$ cat src/design/sha_pkg.sv
// package for the sparse histogram accumulator: sizes, request and error codes
// used by the bin cell, the normaliser and the top level
`default_nettype none
package sha_pkg;
   localparam int SampleValues = 256;
   localparam int MaxBins      = 64;
   localparam int WeightBits   = 24;
   localparam int SlotBits     = 7;
   localparam int SampleBits   = 8;
   localparam int CountBits    = 16;
   localparam int TotalBits    = 32;

   localparam logic [SlotBits-1:0] NO_SLOT = 7'd127;

   localparam logic [2:0] REQ_ADD      = 3'd0;
   localparam logic [2:0] REQ_REMOVE   = 3'd1;
   localparam logic [2:0] REQ_EMIT_RAW = 3'd2;
   localparam logic [2:0] REQ_EMIT_NRM = 3'd3;
   localparam logic [2:0] REQ_CLEAR    = 3'd4;

   localparam logic [1:0] ERR_NONE   = 2'd0;
   localparam logic [1:0] ERR_ABSENT = 2'd1;
   localparam logic [1:0] ERR_FULL   = 2'd2;

   // command broadcast to every cell of the bin chain
   typedef struct packed {
      logic                  hit_add;   // add count to the cell at idx
      logic                  hit_sub;   // subtract count from the cell at idx
      logic                  append;    // write new bin at idx
      logic                  shift;     // cells at or above idx take neighbor
      logic                  rotate;    // emit rotation: each cell takes next
      logic [SlotBits-1:0]   idx;
      logic [SampleBits-1:0] value;
      logic [CountBits-1:0]  count;
   } sha_cmd_type;
endpackage
`default_nettype wire

$ cat src/design/sha_cell.sv
// one bin slot of the chain: holds value and weight, takes its upper
// neighbor on a compaction shift or emit rotation; uses sha_pkg
`default_nettype none
module sha_cell
   import sha_pkg::*;
(
   input  wire logic                  clock,
   input  wire logic [SlotBits-1:0]   my_idx,
   input  wire sha_cmd_type           cmd,
   input  wire logic [SampleBits-1:0] nb_value,
   input  wire logic [WeightBits-1:0] nb_weight,
   output logic      [SampleBits-1:0] value_ff,
   output logic      [WeightBits-1:0] weight_ff
);
   logic [SampleBits-1:0] value_in;
   logic [WeightBits-1:0] weight_in;
   logic [WeightBits:0]   sum;

   always_comb begin
      sum       = {1'b0, weight_ff} + {{(WeightBits+1-CountBits){1'b0}}, cmd.count};
      value_in  = value_ff;
      weight_in = weight_ff;
      if (cmd.rotate || (cmd.shift && my_idx >= cmd.idx)) begin
         value_in  = nb_value;
         weight_in = nb_weight;
      end else if (my_idx == cmd.idx) begin
         if (cmd.append) begin
            value_in  = cmd.value;
            weight_in = {{(WeightBits-CountBits){1'b0}}, cmd.count};
         end else if (cmd.hit_add) begin
            // saturate at full scale
            weight_in = sum[WeightBits] ? {WeightBits{1'b1}} : sum[WeightBits-1:0];
         end else if (cmd.hit_sub) begin
            weight_in = weight_ff - {{(WeightBits-CountBits){1'b0}}, cmd.count};
         end
      end
   end

   always_ff @(posedge clock) begin
      value_ff  <= value_in;
      weight_ff <= weight_in;
   end
endmodule
`default_nettype wire

$ cat config.mk
export PLATFORM = sky130hd
export DESIGN_NAME = sha_cell
export DESIGN_NICKNAME = d
export VERILOG_FILES = /design/src/design/sha_pkg.sv /design/src/design/sha_cell.sv
export SDC_FILE = /design/constraint.sdc
export NUM_CORES = 1
export LEC_CHECK = 0
export BUFFER_PORTS_ARGS = -buffer_cell sky130_fd_sc_hd__buf_2
export CORE_UTILIZATION = 40
export DETAILED_ROUTE_END_ITERATION = 7
export PLACE_DENSITY = 0.71
export SYNTH_ARGS = -nofsm -noshare
export SYNTH_HDL_FRONTEND = slang
export SYNTH_SLANG_ARGS = --single-unit
$ cat constraint.sdc
create_clock -name clock -period 8.4 [get_ports clock]
set_clock_uncertainty 0.05 [all_clocks]
set_input_delay 0.42 -clock clock [delete_from_list [all_inputs] [get_ports clock]]
set_output_delay 0.42 -clock clock [all_outputs]
set_load 0.01 [all_outputs]
* Word-level counts from Yosys, hierarchy flattened
Cells that the tools add are included.
** Cells by class
- Reduce and logical (&&, ||, !) cells :: 7
- Add/sub/neg operators :: 2
- Eq/ne operators :: 1
- Muxes and demuxes :: 9
- Magnitude comparators :: 1
** Operators by type and width (count)
- $mux 24 :: 6
- $add 24x16->25 :: 1
- $mux 8 :: 3
- $sub 24x16->24 :: 1
- $eq 7x7->1 :: 1
- $ge 7x7->1 :: 1
- $reduce_and 2->1 :: 2
- $reduce_bool 2->1 :: 2
- $reduce_bool 4->1 :: 1
- $logic_and 1x1->1 :: 1
- $logic_or 1x1->1 :: 1
** Storage, ports and cells
- Input bits :: 76
- Register bits after elaboration :: 32
- Word-level logic and storage cells :: 22

* Longest topological paths before layout
- Word-level depth :: 6
- Gate-level depth with buffers :: 12
- Gate-level depth less buffers :: 12

* Worst setup path before layout
Ideal clock, no wire load.
- Kind :: reg-to-reg
- Start :: register weight_ff[0]
- End :: register weight_ff[18], data pin
- Path buffers :: 0
- Stages on the path, launching flop included :: 13
- Library setup time :: 0.257 ns
- Arrival time :: 2.555 ns
- Setup slack :: 5.538 ns
- Cells stage by stage :: edfxtp_1 inv_1 ha_1 inv_1 fa_1 a211oi_2 o211ai_1 a221oi_2 o21ai_1 a211oi_2 xnor2_1 nand2_1 a32o_1
** On the way
- Word-level cells in the longest chain between the ends :: 6
- Elaborated cells on any way between the ends :: 8
** RTL lines
- from (decl) :: RTL line sha_cell.sv:13 : output logic [WeightBits-1:0] weight_ff
- from (signal assigned) :: RTL line sha_cell.sv:41 : weight_ff <= weight_in;
- $sub 24x16->24 or $add 24x16->25 (tied branches) :: RTL line sha_cell.sv:34, sha_cell.sv:20
- $mux 24, on equally long branches :: RTL line sha_cell.sv:33, sha_cell.sv:32
- $mux 24 (*) :: RTL line sha_cell.sv:30 : end else if (cmd.hit_add) begin
- $mux 24 (*) :: RTL line sha_cell.sv:27 : if (cmd.append) begin
- $mux 24 (*) :: RTL line sha_cell.sv:26 : end else if (my_idx == cmd.idx) begin
- $mux 24 (*) :: RTL line sha_cell.sv:23 : if (cmd.rotate || (cmd.shift && my_idx >= cmd.idx)) begin
- net weight_in[18] :: RTL line sha_cell.sv:16 : logic [WeightBits-1:0] weight_in;
The timed path passes the listed nets; every way through them passes the cells marked *. The select of a mux whose other input is x is not followed.
A chain may end at the register's enable or synchronous reset.

* Final worst setup path
- Start :: register weight_ff[0]
- End :: register weight_ff[10], data pin
The elaborated chain is that of the path after synthesis.

==> results.yml <==
timing:
  layout_setup_ws_ns: 5.094
  fin_setup_tns_ns: 0
  fmax_mhz: 302.5
  setup_violations: 0
  final_hold_viol_count: 0
  layout_min_cycle_time_ns: 3.306
  fin_crit_sh_pct: 39.36
  worst_pin_slew_ns: 0.7602
  rsz0062_at_grt: "no"
  slew_headroom_pct: 49.26
  finalMaxSlewViolations: 0
synthesis:
  ys_seq_area_share_pct: 24.17
  yosys.area_share.simple_pct: 17.75
  syn_nets: 588
  synth_xor_area_share_pct: 4.185
  yosysMostFrequentCell: "inv_1"
  netlist.area_leader.share_pct: 24.17
  synth_compound_area_share_pct: 28.57
  yosysWarnings: 0
  synth_fa_ha_area_share_pct: 13.28
  async_reset_ff_share_pct: 0
  synth-main-ff-cell: "edfxtp_1"
  yosysTopAreaCell: "edfxtp_1"
  synth.area.mux_share_pct: 4.028
  postSynthCellCount: 471
  yosys-top-cells-area: "edfxtp_1 (24%), ha_1 (12%), a21oi_1 (4.7%)"
  synth_area_mm2: 0.003976
  synthTopCellsByCount: "inv_1 (45), ha_1 (39), nor2_1 (38), a21oi_1 (37), nand2_1 (34)"
  synth_edf_count: 32
  synthDistinctLibCells: 75
  avgSynthCellArea_um2: 8.442
  yosys_register_bits: 32
  synth_top_family_by_area: "compound AO/OA/AOI/OAI gates"
cts:
  path_clk_slew_ns: 0.08
  hold_buffers: 0
  clkSinkCount: 32
  clkLatencyLatePin_ns: 0.31
  post_cts_buffers: 0
  cts_resized: 0
  cts_buffer_depth: 2
  cts_tree: "yes"
  htreeDepth: 2
  numCtsBuffers: 5
  cts-root-buf: "clkbuf_8"
place:
  gp_routability_congestion: 0.9489
  io_buffers: 107
  pre_cts_slack_ns: 4.960
  dp_hpwl_mm: 8.308
critical_path:
  cp_slowest_cell: "a41o_1"
  endpoint_kind: "register"
  reg2reg_from: "weight_ff[0]$_DFFE_PP_"
  path_cells: "ha_1 -> inv_1 -> fa_1 -> nor2_4 -> o221ai_2 -> a311oi_2 -> o31ai_4 -> nand2_1 -> a41o_1 -> nor2_2 -> a221oi_1"
  crit_fanout: 12
  critPathLaunchType: "register"
  slowest_delay_ns: 0.66
  criticalPathCategory: "register to register"
  r2r_end: "weight_ff[10]$_DFFE_PP_"
  cp_data_arrival_time_ns: 3.38
  rrSetupSlack_ns: 5.09
  required_ns: 8.48
  reg2reg_depth: 11
final_layout:
  final_nets: 677
  drive_gt1_share_pct: 27.45
  multi_input_area_mm2: 0.002708
  ff_latch_area_um2: 960.9
  antenna_cells: 0
  syn_to_final_growth_pct: 16.96
  fillers: 989
detailed_routing:
  ant_nets: 0
  wl_mm: 11.03
  met2WireLength_mm: 5.158
  drc_errors: 0
  drt-pass1-iter-count: 6
  via_per_inst: 5.643
  vias: 3916
  dr.first_iter.drc_count: 313
  wl_per_cell_um: 15.89
  wl_met1_mm: 4.950
  top_layer: "met4"
  dr_wl_met3_um: 752
floorplan:
  initial_core_util_pct: 41.06
  die_x_um: 101.7
  rows: 36
  core_area_mm2: 0.009684
  die_area_mm2: 0.01034
  die_y_um: 101.7
  io_pins: 108
global_route:
  grt_pass1_wl_mm: 17.89
  antenna_found_initial: 0
  grt_max_degree: 48
  grt-ovfl-total: 0
  grt_usage_pct: 21.93
  grt_pass1_vias: 3734
pwr:
  p_leak_nw: 2.089
  p_per_area_mw_per_mm2: 159.3
  vdd_drop_max_v: 0.00005949
worst_hold_path:
  hold_class: "primary input to register"
  min_path_cells: 3
  worstHoldStart: "nb_weight[19]"
  min_to: "weight_ff[19]$_DFFE_PP_"
outcome:
  outcome: "finished, final reports clean"
flow_run:
  maxCapViolCount: 0
-- cell type report --
class	instances	area share [%]
multi-input cells	366	58.22
repair buffers	109	11.84
clock inverters	3	0.5112
well taps	133	3.578
clock buffers	5	1.480
inverters	46	3.713
flip-flops and latches	32	20.66
-- flip-flops by register name (all words and copies together), names as in the netlist --
signal,cells
value_ff,8
weight_ff,24
-- where the power goes --
part	leakage, nW	switching, W	internal [W]
Sequential	0.322	0.0000227	0.000205
Combinational	1.73	0.000223	0.000158
Clock	0.0404	0.0000736	0.0000587
-- critical path: cells and delay by family, from the launching register on --
kind,cells,cell delay [ns]
flip-flops,1,0.39
adder cells (fa/ha/maj),2,0.60
buffers and inverters,1,0.05
AO/OA/AOI/OAI,5,1.60
AND/OR/NAND/NOR,3,0.42
-- worst max path at each step --
| stage | start | end | cells after the start | slack (ns) |
|---|---|---|---|---|
| after floorplan | weight_ff[0]$_DFFE_PP_ | weight_ff[18]$_DFFE_PP_ | 12 | 5.54 |
| after global placement | cmd[0] | weight_ff[11]$_DFFE_PP_ | 12 | 5.04 |
| after detailed placement | cmd[0] | weight_ff[13]$_DFFE_PP_ | 12 | 4.96 |
| after CTS | weight_ff[0]$_DFFE_PP_ | weight_ff[13]$_DFFE_PP_ | 11 | 5.09 |
| after global routing | weight_ff[0]$_DFFE_PP_ | weight_ff[10]$_DFFE_PP_ | 11 | 4.85 |
| final | weight_ff[0]$_DFFE_PP_ | weight_ff[10]$_DFFE_PP_ | 11 | 5.09 |
-- metrics by stage --
step / power, W / hold WS [ns] / instance area, um^2 / cells / util, %
after detailed placement: 0.0006061 / 0.6485 / 4558 / 686 / 47.07
final: 0.0007410 / 0.3368 / 4651 / 694 / 48.02
after floorplan: 0.0005079 / 0.5554 / 3976 / 471 / -
after CTS: 0.0007404 / 0.3305 / 4651 / 694 / 48.02
after global placement: 0.0005984 / 0.6480 / 4558 / 686 / 47.07
after global routing: 0.0007906 / 0.3503 / 4651 / 694 / 48.02
-- routing by layer --
metal	up-vias	track usage, %
met5	-	0
met4	0	6.355
met3	14	3.796
met2	146	37.27
met1	1843	28.40
li1	1913	-
-- kinds of logic (layout without fill, tap and decap cells) --
logic type / after synthesis / after routing
mux: 15 / 15
compound gates: 153 / 153
buf+inv: 73 / 163
fa+ha+maj: 41 / 41
simple gates: 138 / 138
xor+xnor: 19 / 19
flops: 32 / 32
-- placed cells by master (no fill, tap or decap), drive strengths merged, types with 3 or more instances in the layout --
cell    netlist  final
xnor2        16     16
o22ai        12     12
nand2        34     34
nor2         40     40
mux2          8      8
xor2          3      3
or2           3      3
a221oi        6      6
mux2i         7      7
a31oi         6      6
o311ai        3      3
inv          46     46
and3          5      5
buf          16    109
nand4         5      5
o21a          4      4
o31ai         6      6
nand2b        8      8
o21bai        4      4
nor3         17     17
ha           39     39
or3           3      3
nand3         5      5
a21o          9      9
a211oi        5      5
a21oi        37     37
a311oi        3      3
o21ai        28     28
clkbuf       11      5
edfxtp       32     32
nor4          3      3
o211ai        9      9
nor2b         8      8
(Power assumes the default switching activity.)
