**src/design/sha_pkg.sv**
```systemverilog
// package for the sparse histogram accumulator: sizes, request and error codes
// used by the bin cell, the normaliser and the top level
`default_nettype none
package sha_pkg;
   localparam int SampleValues = 256;
   localparam int MaxBins      = 64;
   localparam int WeightBits   = 24;
   localparam int SlotBits     = 7;
   localparam int SampleBits   = 8;
   localparam int CountBits    = 16;
   localparam int TotalBits    = 32;

   localparam logic [SlotBits-1:0] NO_SLOT = 7'd127;

   localparam logic [2:0] REQ_ADD      = 3'd0;
   localparam logic [2:0] REQ_REMOVE   = 3'd1;
   localparam logic [2:0] REQ_EMIT_RAW = 3'd2;
   localparam logic [2:0] REQ_EMIT_NRM = 3'd3;
   localparam logic [2:0] REQ_CLEAR    = 3'd4;

   localparam logic [1:0] ERR_NONE   = 2'd0;
   localparam logic [1:0] ERR_ABSENT = 2'd1;
   localparam logic [1:0] ERR_FULL   = 2'd2;

   // command broadcast to every cell of the bin chain
   typedef struct packed {
      logic                  hit_add;   // add count to the cell at idx
      logic                  hit_sub;   // subtract count from the cell at idx
      logic                  append;    // write new bin at idx
      logic                  shift;     // cells at or above idx take neighbor
      logic                  rotate;    // emit rotation: each cell takes next
      logic [SlotBits-1:0]   idx;
      logic [SampleBits-1:0] value;
      logic [CountBits-1:0]  count;
   } sha_cmd_type;
endpackage
`default_nettype wire

```
**src/design/sha_norm.sv**
```systemverilog
// restoring divider for the normalised emit: (w*65536 + t/2) / t,
// one quotient bit per cycle; uses sha_pkg
`default_nettype none
module sha_norm
   import sha_pkg::*;
(
   input  wire logic                  clock,
   input  wire logic                  reset,
   input  wire logic                  start,
   input  wire logic [WeightBits-1:0] w,
   input  wire logic [TotalBits-1:0]  total,
   output logic                       busy,
   output logic [WeightBits-1:0]      quot
);
   localparam int NumBits = WeightBits + 16;
   localparam int StepBits = 6;

   logic [NumBits-1:0]   num_ff, num_in;
   logic [TotalBits:0]   rem_ff, rem_in;
   logic [TotalBits-1:0] den_ff, den_in;
   logic [StepBits-1:0]  step_ff, step_in;
   logic                 busy_ff, busy_in;
   logic [TotalBits:0]   trial;

   always_comb begin
      num_in  = num_ff;
      rem_in  = rem_ff;
      den_in  = den_ff;
      step_in = step_ff;
      busy_in = busy_ff;
      trial   = {rem_ff[TotalBits-1:0], num_ff[NumBits-1]};
      if (start) begin
         // the shifted dividend plus half the divisor fits in NumBits+1 bits
         num_in  = {w, 16'd0} + NumBits'(total >> 1);
         rem_in  = {{TotalBits{1'b0}}, ({w, 16'd0} + {1'b0, NumBits'(total >> 1)}) > 
                    {1'b0, {NumBits{1'b1}}}};
         den_in  = total;
         step_in = StepBits'(NumBits);
         busy_in = 1'b1;
      end else if (busy_ff) begin
         if (trial >= {1'b0, den_ff}) begin
            rem_in = trial - {1'b0, den_ff};
            num_in = {num_ff[NumBits-2:0], 1'b1};
         end else begin
            rem_in = trial;
            num_in = {num_ff[NumBits-2:0], 1'b0};
         end
         step_in = step_ff - 1'b1;
         if (step_ff == StepBits'(1)) busy_in = 1'b0;
      end
   end

   always_ff @(posedge clock) begin
      if (reset) begin
         busy_ff <= 1'b0;
         step_ff <= '0;
      end else begin
         busy_ff <= busy_in;
         step_ff <= step_in;
      end
      num_ff <= num_in;
      rem_ff <= rem_in;
      den_ff <= den_in;
   end

   assign busy = busy_ff;
   assign quot = num_ff[WeightBits-1:0];
endmodule
`default_nettype wire

```
**config.mk**
```make
export PLATFORM = sky130hd
export DESIGN_NAME = sha_norm
export DESIGN_NICKNAME = d
export VERILOG_FILES = /design/src/design/sha_pkg.sv /design/src/design/sha_norm.sv
export SDC_FILE = /design/constraint.sdc
export NUM_CORES = 1
export LEC_CHECK = 0
export ABC_AREA = 0
export BUFFER_PORTS_ARGS = -buffer_cell sky130_fd_sc_hd__buf_2
export CAP_MARGIN = 30
export CORE_ASPECT_RATIO = 0.5
export CORE_MARGIN = 10
export CORE_UTILIZATION = 59
export CTS_CLUSTER_DIAMETER = 30
export CTS_CLUSTER_SIZE = 8
export DETAILED_ROUTE_END_ITERATION = 6
export GPL_ROUTABILITY_DRIVEN = 0
export PLACE_DENSITY_LB_ADDON = 0.12
export SLEW_MARGIN = 15
export SYNTH_ARGS = -nofsm -noshare
export SYNTH_HDL_FRONTEND = slang
export SYNTH_SLANG_ARGS = --single-unit
```
**constraint.sdc**
```tcl
create_clock -name clock -period 4.3 [get_ports clock]
set_input_delay 0.645 -clock clock [delete_from_list [all_inputs] [get_ports clock]]
set_output_delay 0.645 -clock clock [all_outputs]
set_load 0.05 [all_outputs]
```
[Word level (Yosys, flattened, before mapping)]
Index checks and enable logic that the tools add are counted.
Widths: inputs -> output; s select.
Cells by class
  $add $sub $neg: 4
  $lt $le $gt $ge: 2
  equal/unequal tests: 1
  multiplexer cells: 11
  reduce and logical (&&, ||, !) cells: 2
Operator list (number)
  $mux 40: 2
  $add 40x31->41: 1
  $gt 41x40->1 const B: 1
  $add 40x31->40: 1
  $ge 33x32->1: 1
  $mux 32: 1
  $sub 32x32->32: 1
  $mux 6: 2
  $eq 6x1->1 const B: 1
  $mux 1: 6
  $sub 6x1->6 const B: 1
  $reduce_bool 2->1: 1
  $reduce_or 2->1: 1
Storage, ports and cells
  register bits after elaboration: 111
  word-level logic and storage cells: 27

[Logic depth before layout (Yosys ltp)]
  word-level depth: 4
  mapped depth: 14

[Least setup slack after synthesis]
No wires, ideal clock.
  path kind: input-to-reg
  from: input port w[0]
  to: register num_ff[36] (data pin)
  arrival time: 3.097 ns
  data required time: 4.030 ns
  slack: 0.932 ns
  cell stages on the path: 12
  path buffers: 0
  cells stage by stage: ha_1 fa_1 a21o_1 a21oi_1 o21bai_1 a2111o_1 a31oi_1 o21ai_1 o41a_1 nand3_1 xor2_1 a21oi_1
On the way
  longest elaborated chain between the ends: 2
Ends and longest elaborated chain
  from (decl): RTL line sha_norm.sv:10  | input wire logic [WeightBits-1:0] w,
  $add 40x31->40: RTL line sha_norm.sv:34  | num_in = {w, 16'd0} + NumBits'(total >> 1);
  $mux 40: RTL line sha_norm.sv:32  | if (start) begin
  net num_in[36]: RTL line sha_norm.sv:18  | logic [NumBits-1:0] num_ff, num_in;
  to (signal assigned): RTL line sha_norm.sv:61  | num_ff <= num_in;
  to (decl): RTL line sha_norm.sv:18
The timed path passes the listed nets, and every way through them passes these cells.
A chain may end at the register's enable or synchronous reset.

[Worst setup path after layout]
  from: register num_ff[39]
  to: register rem_ff[30]
On the way
  longest elaborated chain between the ends: 2
Ends and longest elaborated chain
  $sub 32x32->32 / $ge 33x32->1 (equally long branches): RTL line sha_norm.sv:42, sha_norm.sv:41
  $mux 32 (*): RTL line sha_norm.sv:41  | if (trial >= {1'b0, den_ff}) begin
  to (signal assigned): RTL line sha_norm.sv:62  | rem_ff <= rem_in;
  to (decl): RTL line sha_norm.sv:19  | logic [TotalBits:0] rem_ff, rem_in;
Mark *: on every way between the ends. The rest lies on a longest branch, timed or not.

==> impl_metrics.env <==
export IMPL_status="finished clean"
export IMPL_htreeDepth=3
export IMPL_ys_types=67
export IMPL_synth_area_per_cell_um2=9.61
export IMPL_clk_path_buf_depth=2
export IMPL_ys_async_sr_fraction_pct=0
export IMPL_tns_ns=0
export IMPL_slew_viol_final=0
export IMPL_cp_endpoint="rem_ff[30]$_SDFFE_PP0P_"
export IMPL_post_cts_setup_buffers=0
export IMPL_grt_first_pass_wirelength_um=25100
export IMPL_routed_wirelength_um=14900
export IMPL_synth_fa_ha_area_share_pct=9.21
export IMPL_grt_pass1_vias=5154
export IMPL_drive_gt1_share_pct=18.6
export IMPL_num_rows=28
export IMPL_synth_mux_area_share_pct=4.89
export IMPL_ys_seq_area_share_pct=41.6
export IMPL_startpoint_type="flip-flop"
export IMPL_synth_ff_type="edfxtp_1"
export IMPL_cp_arrival_ns=3.76
export IMPL_rsz0062_at_grt="false"
export IMPL_final_common_cell="buf_2"
export IMPL_synth_compound_area_share_pct=17.3
export IMPL_clock_skew_ns=0.00990
export IMPL_grt_use_total_pct=17.3
export IMPL_fillCellCount=994
export IMPL_synth_top_family_by_area="compound AO/OA/AOI/OAI gates"
export IMPL_worst_pin_slew_ns=0.837
export IMPL_leakage_uw=0.00330
export IMPL_min_period_ns=3.50
export IMPL_synth_seq_cells=111
export IMPL_synth_edf_count=73
export IMPL_synthesis_area_um2=7090
export IMPL_fin_cells=955
export IMPL_placed_area_um2=7470
export IMPL_numPortBuffers=83
export IMPL_cellPowerDensity_nw_per_um2=396
export IMPL_reg2reg_to="rem_ff[30]$_SDFFE_PP0P_"
export IMPL_r2r_start="num_ff[39]$_DFFE_PP_"
export IMPL_path_clk_slew_ns=0.07
export IMPL_synth_cells=738
export IMPL_grt_overflow_total=0
export IMPL_final_seq_area_um2=2950
export IMPL_grt_max_degree=74
export IMPL_fp_dieArea_um2=17100
export IMPL_ir_worst_vdd_uv=196
export IMPL_die_h_um=97.5
export IMPL_report_final_hold_viol_count=0
export IMPL_critPathRequiredTime_ns=4.56
export IMPL_place_hpwl_um=10800
export IMPL_critPathLaunch="num_ff[39]$_DFFE_PP_"
export IMPL_min_path_type="in2reg"
export IMPL_drcViolationCount=0
export IMPL_num_antenna_cells=0
export IMPL_worst_r2r_cell_count=13
export IMPL_yosys_warnings=0
export IMPL_synth_fp_nets=848
export IMPL_fmax_mhz=285
export IMPL_start_util_pct=60.3
export IMPL_vias_per_cell=5.63
export IMPL_fin_area_um2=7760
export IMPL_end_kind="flip-flop"
export IMPL_ctsResizeCount=0
export IMPL_cts_buffers=9
export IMPL_cts_tree="yes"
export IMPL_reg2reg_slack_ns=0.80
export IMPL_cts_sinks=111
export IMPL_multi_input_area_um2=3640
export IMPL_die_w_um=175
export IMPL_path_class="reg2reg"
export IMPL_cts_hold_buf=0
export IMPL_synth_xor_area_share_pct=5.80
export IMPL_area_growth_syn_to_layout_pct=9.42
export IMPL_cts_root_buf="clkbuf_16"
export IMPL_finalCritPeriodShare_pct=81.5
export IMPL_synth_simple_area_share_pct=14.2
export IMPL_drt_pre_antenna_iters=5
export IMPL_pin_count=84
export IMPL_antenna_found_initial=0
export IMPL_vias=5375
export IMPL_critPathMaxFanout=3
export IMPL_nets=895
export IMPL_final_cell_mix="buf_2, nor2_1, edfxtp_1, nand2_1, a21oi_1"
export IMPL_dp_cells=939
export IMPL_worst_skew_pair_late_latency_ns=0.35
export IMPL_drtIter0Drc=239
export IMPL_finalSetupViolCount=0
export IMPL_core_area_um2=11800
export IMPL_ant_nets=0
export IMPL_slew_headroom_pct=44.2
export IMPL_wl_per_cell_um=15.6
export IMPL_maxCapViolations=0
[layout make-up]
type / count / area share, %
Inverter: 50 / 2.42
Clock buffer: 10 / 2.95
Clock inverter: 6 / 0.774
Timing Repair Buffer: 88 / 6.19
Tap cell: 165 / 2.66
Multi-Input combinational cell: 525 / 46.9
Sequential cell: 111 / 38.1
[Yosys cell counts, types with 3 or more instances]
cell type	number	area share, %
a211o_1	3	0.37
a211oi_1	9	0.95
a21o_1	19	2.0
a21oi_1	52	3.7
a311oi_1	21	2.6
a31oi_1	4	0.35
and2_1	3	0.26
and3_1	7	0.62
buf_4	27	2.9
clkbuf_1	20	1.1
dfxtp_1	38	11
edfxtp_1	73	31
ha_1	49	8.6
inv_1	50	2.6
mux2_2	29	4.6
nand2_1	65	3.4
nand2b_1	9	0.79
nand3_1	18	1.3
nand4_1	9	0.79
nor2_1	81	4.3
nor3_1	13	0.92
o21a_1	7	0.74
o21ai_0	13	0.92
o21ai_1	9	0.63
o21bai_1	6	0.63
o31ai_1	3	0.32
or3_1	5	0.44
xnor2_1	31	3.8
xor2_1	16	2.0
[kinds of logic after synthesis]
group / count (synthesis)
AO/OA/AOI/OAI: 173
XOR/XNOR: 47
adder cells (fa/ha/maj): 51
buffers and inverters: 102
flip-flops: 111
multiplexers: 31
AND/OR/NAND/NOR: 223
[flip-flops by register name, summed over array words and instances (netlist names)]
name     flops
num_ff      40
busy         1
step_ff      6
rem_ff      32
den_ff      32
[metrics by stage]
stage | utilization [%] | hold slack, ns | worst slack [ns] | total power [µW]
3_3_place_gp | 63.3 | 0.480 | 0.556 | 2240
2_1_floorplan | - | 0.469 | 0.932 | 2090
6_report | 65.9 | 0.476 | 0.796 | 3070
5_1_grt | 65.9 | 0.471 | 0.461 | 3240
4_1_cts | 65.9 | 0.466 | 0.806 | 3090
3_5_place_dp | 63.5 | 0.490 | 0.505 | 2260
[routing by layer]
layer | up-vias | wire [µm] | global-route usage, %
li1 | 2740 | - | -
met2 | 128 | 6230 | 25.7
met4 | 0 | 128 | 4.08
met5 | - | 0 | 0
met3 | 10 | 910 | 4.81
met1 | 2497 | 7590 | 24.4
[worst max-delay path: stages, from the launching register on]
cell	delay [ns]
edfxtp_1	0.36
inv_1	0.05
ha_1	0.22
fa_1	0.40
nand2b_1	0.20
a21oi_1	0.14
a211oi_1	0.10
o31ai_2	0.38
a41oi_2	0.22
a211oi_1	0.48
nor2_1	0.10
o21ai_1	0.18
mux2_2	0.36
a311oi_1	0.24
[report_power, final]
part           leakage [µW]  internal (µW)  switching [µW]
Clock              0.000142            451             378
Combinational       0.00212            359             557
Sequential          0.00104           1270            60.5
Total               0.00330           2080             996
[worst min path at each step]
stage | start | end | slack, ns | depth (start not counted)
5_1_grt | total[12] | den_ff[12]$_DFFE_PP_ | 0.47 | 1
4_1_cts | total[0] | den_ff[0]$_DFFE_PP_ | 0.47 | 1
2_1_floorplan | step_ff[1]$_SDFFE_PP0P_ | step_ff[1]$_SDFFE_PP0P_ | 0.47 | 2
6_report | total[0] | den_ff[0]$_DFFE_PP_ | 0.48 | 1
3_5_place_dp | rem_ff[2]$_SDFFE_PP0P_ | rem_ff[3]$_SDFFE_PP0P_ | 0.49 | 2
3_3_place_gp | rem_ff[30]$_SDFFE_PP0P_ | rem_ff[31]$_SDFFE_PP0P_ | 0.48 | 2
Power figures use the tool's default switching activity.
